## src/hdl/esd_pkg.sv

```systemverilog
// Shared types and constants for the escape sequence decoder.
package esd_pkg;

   localparam int MAX_HEX_DIGITS_DEFAULT = 16;
   localparam int CMD_QUEUE_DEPTH_DEFAULT = 4;
   localparam int HEX_BYTES_W = 4;
   localparam int UNIT_W = 4;

   typedef struct packed {
      logic [7:0] text_byte;
      logic       end_of_text;
   } req_type;

   typedef struct packed {
      logic [7:0] decoded_byte;
      logic       final_out;
   } rsp_type;

   // One decoded step: hex bytes (LSB first), then up to two literal bytes.
   typedef struct packed {
      logic [HEX_BYTES_W-1:0] hex_bytes;
      logic [63:0]            hex_value;
      logic [1:0]             lit_cnt;
      logic [1:0][7:0]        lits;
      logic                   last;
   } cmd_type;

   typedef enum logic [2:0] {
      MODE_TEXT = 3'b001,
      MODE_ESC  = 3'b010,
      MODE_HEX  = 3'b100
   } mode_type;

endpackage

```

## src/hdl/escape_sequence_decoder.sv

```systemverilog
// Escape sequence decoder top level: front end, command queue, byte emitter.
// Path: an accepted beat's command is written into the command queue, then its bytes are registered onto rsp.
// Throughput: one text beat per cycle in; one decoded byte per cycle out unless rsp_stall.
// A hex flush of 1, 2, 4 or 8 bytes plus any literal occupies the emitter until each byte is sent;
// req_stall rises only while the command queue (QUEUE_DEPTH entries) is full.
// Reset is synchronous, active high: clears mode, hex state, queue and output valid.
module escape_sequence_decoder #(
   parameter int MAX_HEX_DIGITS = esd_pkg::MAX_HEX_DIGITS_DEFAULT,
   parameter int QUEUE_DEPTH    = esd_pkg::CMD_QUEUE_DEPTH_DEFAULT
) (
   input  logic             clock,
   input  logic             reset,
   input  logic             req_valid,
   output logic             req_stall,
   input  esd_pkg::req_type req_data,
   output logic             rsp_valid,
   input  logic             rsp_stall,
   output esd_pkg::rsp_type rsp_data
);

   logic             q_push, q_full, q_pop, q_empty;
   esd_pkg::cmd_type q_cmd, head_cmd;

   esd_front #(
      .MAX_HEX_DIGITS(MAX_HEX_DIGITS)
   ) u_front (
      .clock     (clock),
      .reset     (reset),
      .req_valid (req_valid),
      .req_stall (req_stall),
      .req_data  (req_data),
      .q_full    (q_full),
      .q_push    (q_push),
      .q_cmd     (q_cmd)
   );

   esd_queue #(
      .DEPTH(QUEUE_DEPTH)
   ) u_queue (
      .clock    (clock),
      .reset    (reset),
      .push     (q_push),
      .push_cmd (q_cmd),
      .full     (q_full),
      .pop      (q_pop),
      .head_cmd (head_cmd),
      .empty    (q_empty)
   );

   esd_back u_back (
      .clock     (clock),
      .reset     (reset),
      .head_cmd  (head_cmd),
      .q_empty   (q_empty),
      .q_pop     (q_pop),
      .rsp_valid (rsp_valid),
      .rsp_stall (rsp_stall),
      .rsp_data  (rsp_data)
   );

endmodule

```

## src/hdl/esd_front.sv

```systemverilog
// Front end: accepts text beats, tracks escape state, queues decode commands.
module esd_front #(
   parameter int MAX_HEX_DIGITS = esd_pkg::MAX_HEX_DIGITS_DEFAULT
) (
   input  logic             clock,
   input  logic             reset,
   input  logic             req_valid,
   output logic             req_stall,
   input  esd_pkg::req_type req_data,
   input  logic             q_full,
   output logic             q_push,
   output esd_pkg::cmd_type q_cmd
);

   localparam int ACC_W = 4 * MAX_HEX_DIGITS;
   localparam int CNT_W = $clog2(MAX_HEX_DIGITS + 1);

   localparam logic [7:0] CHAR_ZERO      = 8'h30;
   localparam logic [7:0] CHAR_NINE      = 8'h39;
   localparam logic [7:0] CHAR_UP_A      = 8'h41;
   localparam logic [7:0] CHAR_UP_F      = 8'h46;
   localparam logic [7:0] CHAR_LO_A      = 8'h61;
   localparam logic [7:0] CHAR_LO_B      = 8'h62;
   localparam logic [7:0] CHAR_LO_F      = 8'h66;
   localparam logic [7:0] CHAR_LO_N      = 8'h6E;
   localparam logic [7:0] CHAR_LO_R      = 8'h72;
   localparam logic [7:0] CHAR_LO_T      = 8'h74;
   localparam logic [7:0] CHAR_LO_V      = 8'h76;
   localparam logic [7:0] CHAR_LO_X      = 8'h78;
   localparam logic [7:0] CHAR_BACKSLASH = 8'h5C;
   localparam logic [7:0] CHAR_QUOTE     = 8'h27;
   localparam logic [7:0] CHAR_DQUOTE    = 8'h22;
   localparam logic [7:0] CHAR_QUESTION  = 8'h3F;

   esd_pkg::mode_type mode_ff, mode_in;
   logic [ACC_W-1:0]  acc_ff, acc_in;
   logic [CNT_W-1:0]  cnt_ff, cnt_in;

   logic              accept;
   logic [7:0]        ch;
   logic              last;
   logic              is_dec, is_alpha, is_hex;
   logic [3:0]        digit;
   logic [ACC_W-1:0]  acc_next;
   logic [CNT_W-1:0]  cnt_next;
   logic              do_flush, do_plain;
   logic [CNT_W-1:0]  flush_cnt;
   logic [ACC_W-1:0]  flush_acc;
   logic [4:0]        flush_cnt5;
   esd_pkg::cmd_type  cmd;

   assign req_stall = q_full;
   assign accept    = req_valid && !q_full;
   assign ch        = req_data.text_byte;
   assign last      = req_data.end_of_text;

   assign is_dec   = (ch >= CHAR_ZERO) && (ch <= CHAR_NINE);
   assign is_alpha = ((ch >= CHAR_UP_A) && (ch <= CHAR_UP_F)) ||
                     ((ch >= CHAR_LO_A) && (ch <= CHAR_LO_F));
   assign is_hex   = is_dec || is_alpha;
   assign digit    = is_dec ? ch[3:0] : (ch[3:0] + 4'd9);
   assign acc_next = {acc_ff[ACC_W-5:0], digit};
   assign cnt_next = cnt_ff + CNT_W'(1);

   always_comb begin
      mode_in   = mode_ff;
      acc_in    = acc_ff;
      cnt_in    = cnt_ff;
      do_flush  = 1'b0;
      do_plain  = 1'b0;
      flush_cnt = cnt_ff;
      flush_acc = acc_ff;
      flush_cnt5 = '0;
      cmd       = '0;

      if (accept) begin
         case (mode_ff)
            esd_pkg::MODE_ESC: begin
               mode_in = esd_pkg::MODE_TEXT;
               cmd.lit_cnt = 2'd1;
               case (ch)
                  CHAR_ZERO:      cmd.lits[0] = 8'h00;
                  CHAR_LO_A:      cmd.lits[0] = 8'h07;
                  CHAR_LO_B:      cmd.lits[0] = 8'h08;
                  CHAR_LO_F:      cmd.lits[0] = 8'h0C;
                  CHAR_LO_N:      cmd.lits[0] = 8'h0A;
                  CHAR_LO_R:      cmd.lits[0] = 8'h0D;
                  CHAR_LO_T:      cmd.lits[0] = 8'h09;
                  CHAR_LO_V:      cmd.lits[0] = 8'h0B;
                  CHAR_BACKSLASH,
                  CHAR_QUOTE,
                  CHAR_DQUOTE,
                  CHAR_QUESTION:  cmd.lits[0] = ch;
                  CHAR_LO_X: begin
                     acc_in = '0;
                     cnt_in = '0;
                     if (last) begin
                        cmd.lits[0] = CHAR_LO_X;
                     end else begin
                        cmd.lit_cnt = 2'd0;
                        mode_in = esd_pkg::MODE_HEX;
                     end
                  end
                  default: begin
                     cmd.lit_cnt = 2'd2;
                     cmd.lits[0] = CHAR_BACKSLASH;
                     cmd.lits[1] = ch;
                  end
               endcase
            end
            esd_pkg::MODE_HEX: begin
               if (is_hex) begin
                  acc_in = acc_next;
                  cnt_in = cnt_next;
                  if ((5'(cnt_next) >= 5'(MAX_HEX_DIGITS)) || last) begin
                     do_flush  = 1'b1;
                     flush_cnt = cnt_next;
                     flush_acc = acc_next;
                  end
               end else begin
                  do_flush = 1'b1;
                  do_plain = 1'b1;
               end
            end
            default: do_plain = 1'b1;
         endcase

         flush_cnt5 = 5'(flush_cnt);
         if (do_flush) begin
            acc_in  = '0;
            cnt_in  = '0;
            mode_in = esd_pkg::MODE_TEXT;
            if (flush_cnt == '0) begin
               cmd.lits[cmd.lit_cnt[0]] = CHAR_LO_X;
               cmd.lit_cnt = cmd.lit_cnt + 2'd1;
            end else begin
               cmd.hex_value = 64'(flush_acc);
               if (flush_cnt5 <= 5'd2) begin
                  cmd.hex_bytes = 4'd1;
               end else if (flush_cnt5 <= 5'd4) begin
                  cmd.hex_bytes = 4'd2;
               end else if (flush_cnt5 <= 5'd8) begin
                  cmd.hex_bytes = 4'd4;
               end else begin
                  cmd.hex_bytes = 4'd8;
               end
            end
         end

         if (do_plain) begin
            if ((ch == CHAR_BACKSLASH) && !last) begin
               mode_in = esd_pkg::MODE_ESC;
            end else begin
               cmd.lits[cmd.lit_cnt[0]] = ch;
               cmd.lit_cnt = cmd.lit_cnt + 2'd1;
            end
         end

         if (last) begin
            cmd.last = 1'b1;
            mode_in  = esd_pkg::MODE_TEXT;
            acc_in   = '0;
            cnt_in   = '0;
         end
      end
   end

   assign q_cmd  = cmd;
   assign q_push = accept && ((cmd.lit_cnt != 2'd0) || (cmd.hex_bytes != '0));

   always_ff @(posedge clock) begin
      if (reset) begin
         mode_ff <= esd_pkg::MODE_TEXT;
         acc_ff  <= '0;
         cnt_ff  <= '0;
      end else begin
         mode_ff <= mode_in;
         acc_ff  <= acc_in;
         cnt_ff  <= cnt_in;
      end
   end

`ifndef ASSERT_OFF
   a_last_resets: assert property (@(posedge clock) disable iff (reset)
      (accept && last) |=> ((mode_ff == esd_pkg::MODE_TEXT) && (cnt_ff == '0)))
      else $error("state not cleared after end of text");

   a_cnt_bound: assert property (@(posedge clock) disable iff (reset)
      5'(cnt_ff) < 5'(MAX_HEX_DIGITS))
      else $error("hex digit count reached limit without flush");

   a_cnt_only_hex: assert property (@(posedge clock) disable iff (reset)
      (mode_ff != esd_pkg::MODE_HEX) |-> (cnt_ff == '0))
      else $error("hex digit count held outside hex mode");

   a_last_emits: assert property (@(posedge clock) disable iff (reset)
      (accept && last) |-> q_push)
      else $error("end of text produced no command");
`endif

endmodule

```

## src/hdl/esd_queue.sv

```systemverilog
// Command queue between the front end and the byte emitter.
module esd_queue #(
   parameter int DEPTH = esd_pkg::CMD_QUEUE_DEPTH_DEFAULT
) (
   input  logic             clock,
   input  logic             reset,
   input  logic             push,
   input  esd_pkg::cmd_type push_cmd,
   output logic             full,
   input  logic             pop,
   output esd_pkg::cmd_type head_cmd,
   output logic             empty
);

   localparam int PTR_W = $clog2(DEPTH);
   localparam int CNT_W = $clog2(DEPTH + 1);

   esd_pkg::cmd_type entries_ff [DEPTH];
   logic [PTR_W-1:0] wr_ptr_ff, wr_ptr_in;
   logic [PTR_W-1:0] rd_ptr_ff, rd_ptr_in;
   logic [CNT_W-1:0] count_ff, count_in;

   assign full     = (count_ff == CNT_W'(DEPTH));
   assign empty    = (count_ff == '0);
   assign head_cmd = entries_ff[rd_ptr_ff];

   assign wr_ptr_in = !push ? wr_ptr_ff :
                      (wr_ptr_ff == PTR_W'(DEPTH - 1)) ? '0 : (wr_ptr_ff + PTR_W'(1));
   assign rd_ptr_in = !pop ? rd_ptr_ff :
                      (rd_ptr_ff == PTR_W'(DEPTH - 1)) ? '0 : (rd_ptr_ff + PTR_W'(1));
   assign count_in  = count_ff + CNT_W'(push) - CNT_W'(pop);

   always_ff @(posedge clock) begin
      if (push) begin
         entries_ff[wr_ptr_ff] <= push_cmd;
      end
   end

   always_ff @(posedge clock) begin
      if (reset) begin
         wr_ptr_ff <= '0;
         rd_ptr_ff <= '0;
         count_ff  <= '0;
      end else begin
         wr_ptr_ff <= wr_ptr_in;
         rd_ptr_ff <= rd_ptr_in;
         count_ff  <= count_in;
      end
   end

endmodule

```

## src/hdl/esd_back.sv

```systemverilog
// Back end: walks each queued command and emits one decoded byte per beat.
module esd_back (
   input  logic             clock,
   input  logic             reset,
   input  esd_pkg::cmd_type head_cmd,
   input  logic             q_empty,
   output logic             q_pop,
   output logic             rsp_valid,
   input  logic             rsp_stall,
   output esd_pkg::rsp_type rsp_data
);

   logic [esd_pkg::UNIT_W-1:0] pos_ff, pos_in;
   logic                       rsp_valid_ff, rsp_valid_in;
   esd_pkg::rsp_type           rsp_data_ff, rsp_data_in;

   logic                       load;
   logic [esd_pkg::UNIT_W-1:0] total;
   logic [esd_pkg::UNIT_W-1:0] lit_idx;
   logic                       last_unit;
   logic [7:0]                 cur_byte;

   assign total     = esd_pkg::UNIT_W'(head_cmd.hex_bytes) + esd_pkg::UNIT_W'(head_cmd.lit_cnt);
   assign last_unit = ((pos_ff + esd_pkg::UNIT_W'(1)) == total);
   assign lit_idx   = pos_ff - esd_pkg::UNIT_W'(head_cmd.hex_bytes);
   assign cur_byte  = (pos_ff < esd_pkg::UNIT_W'(head_cmd.hex_bytes)) ?
                      head_cmd.hex_value[{pos_ff[2:0], 3'b000} +: 8] :
                      head_cmd.lits[lit_idx[0]];

   assign load  = !q_empty && (!rsp_valid_ff || !rsp_stall);
   assign q_pop = load && last_unit;

   always_comb begin
      pos_in       = pos_ff;
      rsp_data_in  = rsp_data_ff;
      rsp_valid_in = rsp_valid_ff && rsp_stall;
      if (load) begin
         rsp_valid_in             = 1'b1;
         rsp_data_in.decoded_byte = cur_byte;
         rsp_data_in.final_out    = head_cmd.last && last_unit;
         pos_in                   = last_unit ? '0 : (pos_ff + esd_pkg::UNIT_W'(1));
      end
   end

   always_ff @(posedge clock) begin
      if (reset) begin
         pos_ff       <= '0;
         rsp_valid_ff <= 1'b0;
      end else begin
         pos_ff       <= pos_in;
         rsp_valid_ff <= rsp_valid_in;
      end
   end

   always_ff @(posedge clock) begin
      rsp_data_ff <= rsp_data_in;
   end

   assign rsp_valid = rsp_valid_ff;
   assign rsp_data  = rsp_data_ff;

`ifndef ASSERT_OFF
   a_pos_needs_head: assert property (@(posedge clock) disable iff (reset)
      (pos_ff != '0) |-> !q_empty)
      else $error("command position held with no queued command");

   a_pos_in_range: assert property (@(posedge clock) disable iff (reset)
      !q_empty |-> (pos_ff < total))
      else $error("command position beyond its byte count");

   a_no_empty_cmd: assert property (@(posedge clock) disable iff (reset)
      !q_empty |-> (total != '0))
      else $error("queued command carries no bytes");
`endif

endmodule
```

## config.mk

```make
export PLATFORM = sky130hd
export DESIGN_NAME = escape_sequence_decoder
export DESIGN_NICKNAME = d
export VERILOG_FILES = /design/src/hdl/esd_pkg.sv /design/src/hdl/escape_sequence_decoder.sv /design/src/hdl/esd_front.sv /design/src/hdl/esd_queue.sv /design/src/hdl/esd_back.sv
export SDC_FILE = /design/constraint.sdc
export NUM_CORES = 1
export LEC_CHECK = 0
export ABC_AREA = 1
export BUFFER_PORTS_ARGS = -buffer_cell sky130_fd_sc_hd__buf_4
export CAP_MARGIN = 25
export CORE_MARGIN = 3
export CORE_UTILIZATION = 50
export CTS_BUF_LIST = sky130_fd_sc_hd__clkbuf_8 sky130_fd_sc_hd__clkbuf_16
export DETAILED_ROUTE_END_ITERATION = 6
export GPL_TIMING_DRIVEN = 0
export PLACE_DENSITY = 0.66
export SETUP_SLACK_MARGIN = 0.1
export SLEW_MARGIN = 10
export SYNTH_ARGS = -nofsm -noshare
export SYNTH_HDL_FRONTEND = slang
export SYNTH_SLANG_ARGS = --single-unit
```

## constraint.sdc

```tcl
create_clock -name clock -period 6.8 [get_ports clock]
set_input_delay 0 -clock clock [delete_from_list [all_inputs] [get_ports clock]]
set_output_delay 0 -clock clock [all_outputs]
set_load 0.05 [all_outputs]
```

==> summary.txt <==
Run status
  • Status: finished, violations left
  • Failing checks: design-rule violations

Floorplan
  • Core area: 37,840 µm²
  • Height of the chip: 202.5 µm
  • I/O pins: 24
  • Initial Utilization: 51.00%
  • Die area: 40,990 µm²
  • Die Wd: 202.5 µm
  • Rows: 71

Worst hold path
  • Hold WC Path Type: input port to register
  • Hold path cells: 3

Worst setup path
  • Crit. End Element: register
  • Critical Path AT: 5.96 ns
  • Worst path required time: 7.28 ns
  • Critical Path Start Type: register
  • Worst reg2reg path depth: 21
  • Crit path kind: register to register
  • Crit Path Max Fanout: 10

Timing
  • Final setup vio count: 0
  • Worst Slack Setup Final: 1.321 ns
  • Peak Freq: 0.1825 GHz
  • Max-slew headroom: 36.70%
  • Post-layout min period: 5.479 ns
  • Period Utilization, post-route: 80.58%
  • Slew @ Worst Pin: 0.9438 ns
  • Setup Skew: 0.01444 ns
  • RSZ-0062 raised after global routing: no
  • Pins over their slew limit: 0
  • Final Hold Vio Count: 0
  • Final setup TNS: 0 ns

Placement
  • Placed cell area: 20,470 µm²
  • Placer Congestion: 0.9019
  • Pre-CTS setup slack: 1.355 ns
  • Detailed placer's ending HPWL: 38,490 µm
  • Buffers added on ports: 22

Final layout
  • Most common cell after layout, fill and taps aside: edfxtp_1
  • Most frequent cells in the layout: edfxtp_1, nor2_1, o21ai_0
  • Area growth, synth to finish: 13.79%
  • Post-Layout Inst Area: 21,960 µm²
  • Fillcell total: 3,210
  • Final core occ: 58.03%
  • Nets: 1,948
  • Layout cells sized above 1: 7.029%
  • Inserted Diodes: 0

Global route
  • First-pass GRT wire length: 82,510 µm
  • Vias in the first global route: 13,804
  • Grt ovf: 0
  • Largest net degree at the start of global routing: 27
  • Initial antenna violation count: 1
  • Total track usage: 26.40%

Routing
  • Residual DRC: 3
  • Via/cell ratio: 5.963
  • Routed WL: 54,910 µm
  • Pre-antenna DRT Iters: 7
  • Vias: 14,669
  • DRT antenna net count: 0
  • Starting DRT DRC Count: 1,921
  • Wire per inst: 22.32 µm

Logic synthesis
  • Cell variety after synth: 44
  • Post-synth EDFFs: 357
  • Sequential fraction of the synthesis area: 64.47%
  • Proportion of netlist area held by the largest area contributor: 55.55%
  • Asr flop ratio synth: 0%
  • Post-Syn Nets: 1,853
  • Synthesized netlist cell count: 1,819
  • Syn Area/Cell: 10.61 µm²
  • Mapped cell area: 19,300 µm²
  • Synthesized flop and latch total: 443
  • Synth warn: 0
  • Ranking of synthesized cells by area: edfxtp_1, dfxtp_1, o21ai_0, nor2_1, nand2_1
  • Ys flop type: edfxtp_1
  • Cell taking the most area after synthesis: edfxtp_1

Clock network
  • Clock tree buffer depth: 3
  • Num Clock Sinks: 443
  • Worst skew pair latency: 0.55 ns
  • Root buffer cell: clkbuf_16
  • Clk slew on worst S/H paths: 0.06 ns
  • # H-tree levels: 2
  • CTS Buf Count: 44
  • CTS tree: done

Pwr
  • Total Power: 8347 µW
  • VDD IR-drop max: 0.0002157 V
  • PwrDens: 380.1 nW/µm²
  • Leakage: 0.007801 µW

Run
  • # Max-Cap Violations: 0
-- what timing repair did --
| action | in CTS | in global routing |
|---|---|---|
| endpoints found under the hold margin | 31 | 0 |
| gates resized for setup | 0 | 0 |
| hold buffers | 9 | 0 |
| setup buffers | 0 | 0 |
-- routing by layer --
metal	track usage, %	routed length, µm	up-vias
met2	39.25	24120	751
met3	5.852	5630	125
met1	38.10	22960	7046
met5	0	0	-
met4	10.52	2207	0
li1	-	-	6747
-- area by class of cell --
| class | instances | area (µm²) | area share [%] |
|---|---|---|---|
| clock buffer | 46 | 1151 | 5.242 |
| buffer | 124 | 491.7 | 2.239 |
| clock inverter | 35 | 237.7 | 1.083 |
| tap | 511 | 639.4 | 2.912 |
| inverter | 86 | 322.8 | 1.470 |
| multi-input combinational | 1166 | 6072 | 27.65 |
| timing repair buffer | 49 | 603.1 | 2.746 |
| sequential | 443 | 12440 | 56.66 |
-- cell families (layout without fill, tap and decap cells) --
kind of cell	after synthesis	in the layout	synth area share, %
simple gates	589	589	12.61
compound gates	544	544	16.71
flops	443	443	64.47
buf+inv	210	340	4.221
fa+ha+maj	21	21	1.439
xor+xnor	12	12	0.5447
-- worst max-delay path, cell delays in order, from the launching register on --
cell,delay (ns)
dfxtp_1,0.37
inv_1,0.11
clkbuf_1,0.48
clkbuf_1,0.47
clkbuf_1,0.51
clkbuf_1,0.40
o21ai_0,0.14
o22ai_1,0.22
ha_1,0.25
fa_1,0.43
xnor2_1,0.18
nand3_1,0.15
nor2_1,0.13
nand2_1,0.14
inv_1,0.29
ha_1,0.20
inv_1,0.04
ha_1,0.19
fa_1,0.41
inv_1,0.08
o21ai_0,0.09
a21oi_1,0.13
-- synthesized netlist by cell type, drive strengths merged, types with 2 or more instances --
master / n
fa: 2
clkbuf: 106
nor2: 337
o22ai: 42
o211ai: 24
clkinv: 5
inv: 81
xor2: 9
ha: 19
edfxtp: 357
a31oi: 4
buf: 18
nand3: 59
o31ai: 2
o21ai: 268
o221ai: 43
o21bai: 53
nand4: 10
nor3: 15
a32o: 2
a21oi: 84
a211oi: 15
dfxtp: 86
nand2: 164
xnor2: 3
nor4: 4
a41oi: 2
-- final timing paths --
kind	start	to	slack (ns)
worst max-delay path	register	u_queue.count_ff[2]	1.32
worst min-delay path	req_data[2]	u_queue.entries_ff[2][2]	0.02
worst max register to register	register	u_queue.count_ff[2]	1.32
worst min register to register	u_front.acc_ff[57]	u_front.acc_ff[61]	0.48
-- state kept, by name (all words and copies together), names as in the netlist, named ones only --
signal / count
u_front.cnt_ff: 5
u_back.pos_ff: 4
u_queue.count_ff: 3
u_back.rsp_valid: 1
u_front.mode_ff: 3
u_queue.rd_ptr_ff: 2
u_front.acc_ff: 64
u_back.rsp_data: 9
u_queue.wr_ptr_ff: 2
u_queue.entries_ff: 348
-- per-stage QoR --
| stage | hold WS, ns | std cells |
|---|---|---|
| finish | 0.01830 | 2460 |
| global route | 0.04419 | 2460 |
| CTS | 0.008093 | 2458 |
| detailed placement | 0.4254 | 2368 |
| global placement | 0.4310 | 2352 |
| floorplan | 0.2194 | 1819 |
-- power breakdown --
group | switching (µW) | internal, µW | leakage [µW]
clock network | 996 | 1330 | 0.000715
registers | 125 | 3270 | 0.00414
logic | 1880 | 748 | 0.00295
(Power assumes the default switching activity.)
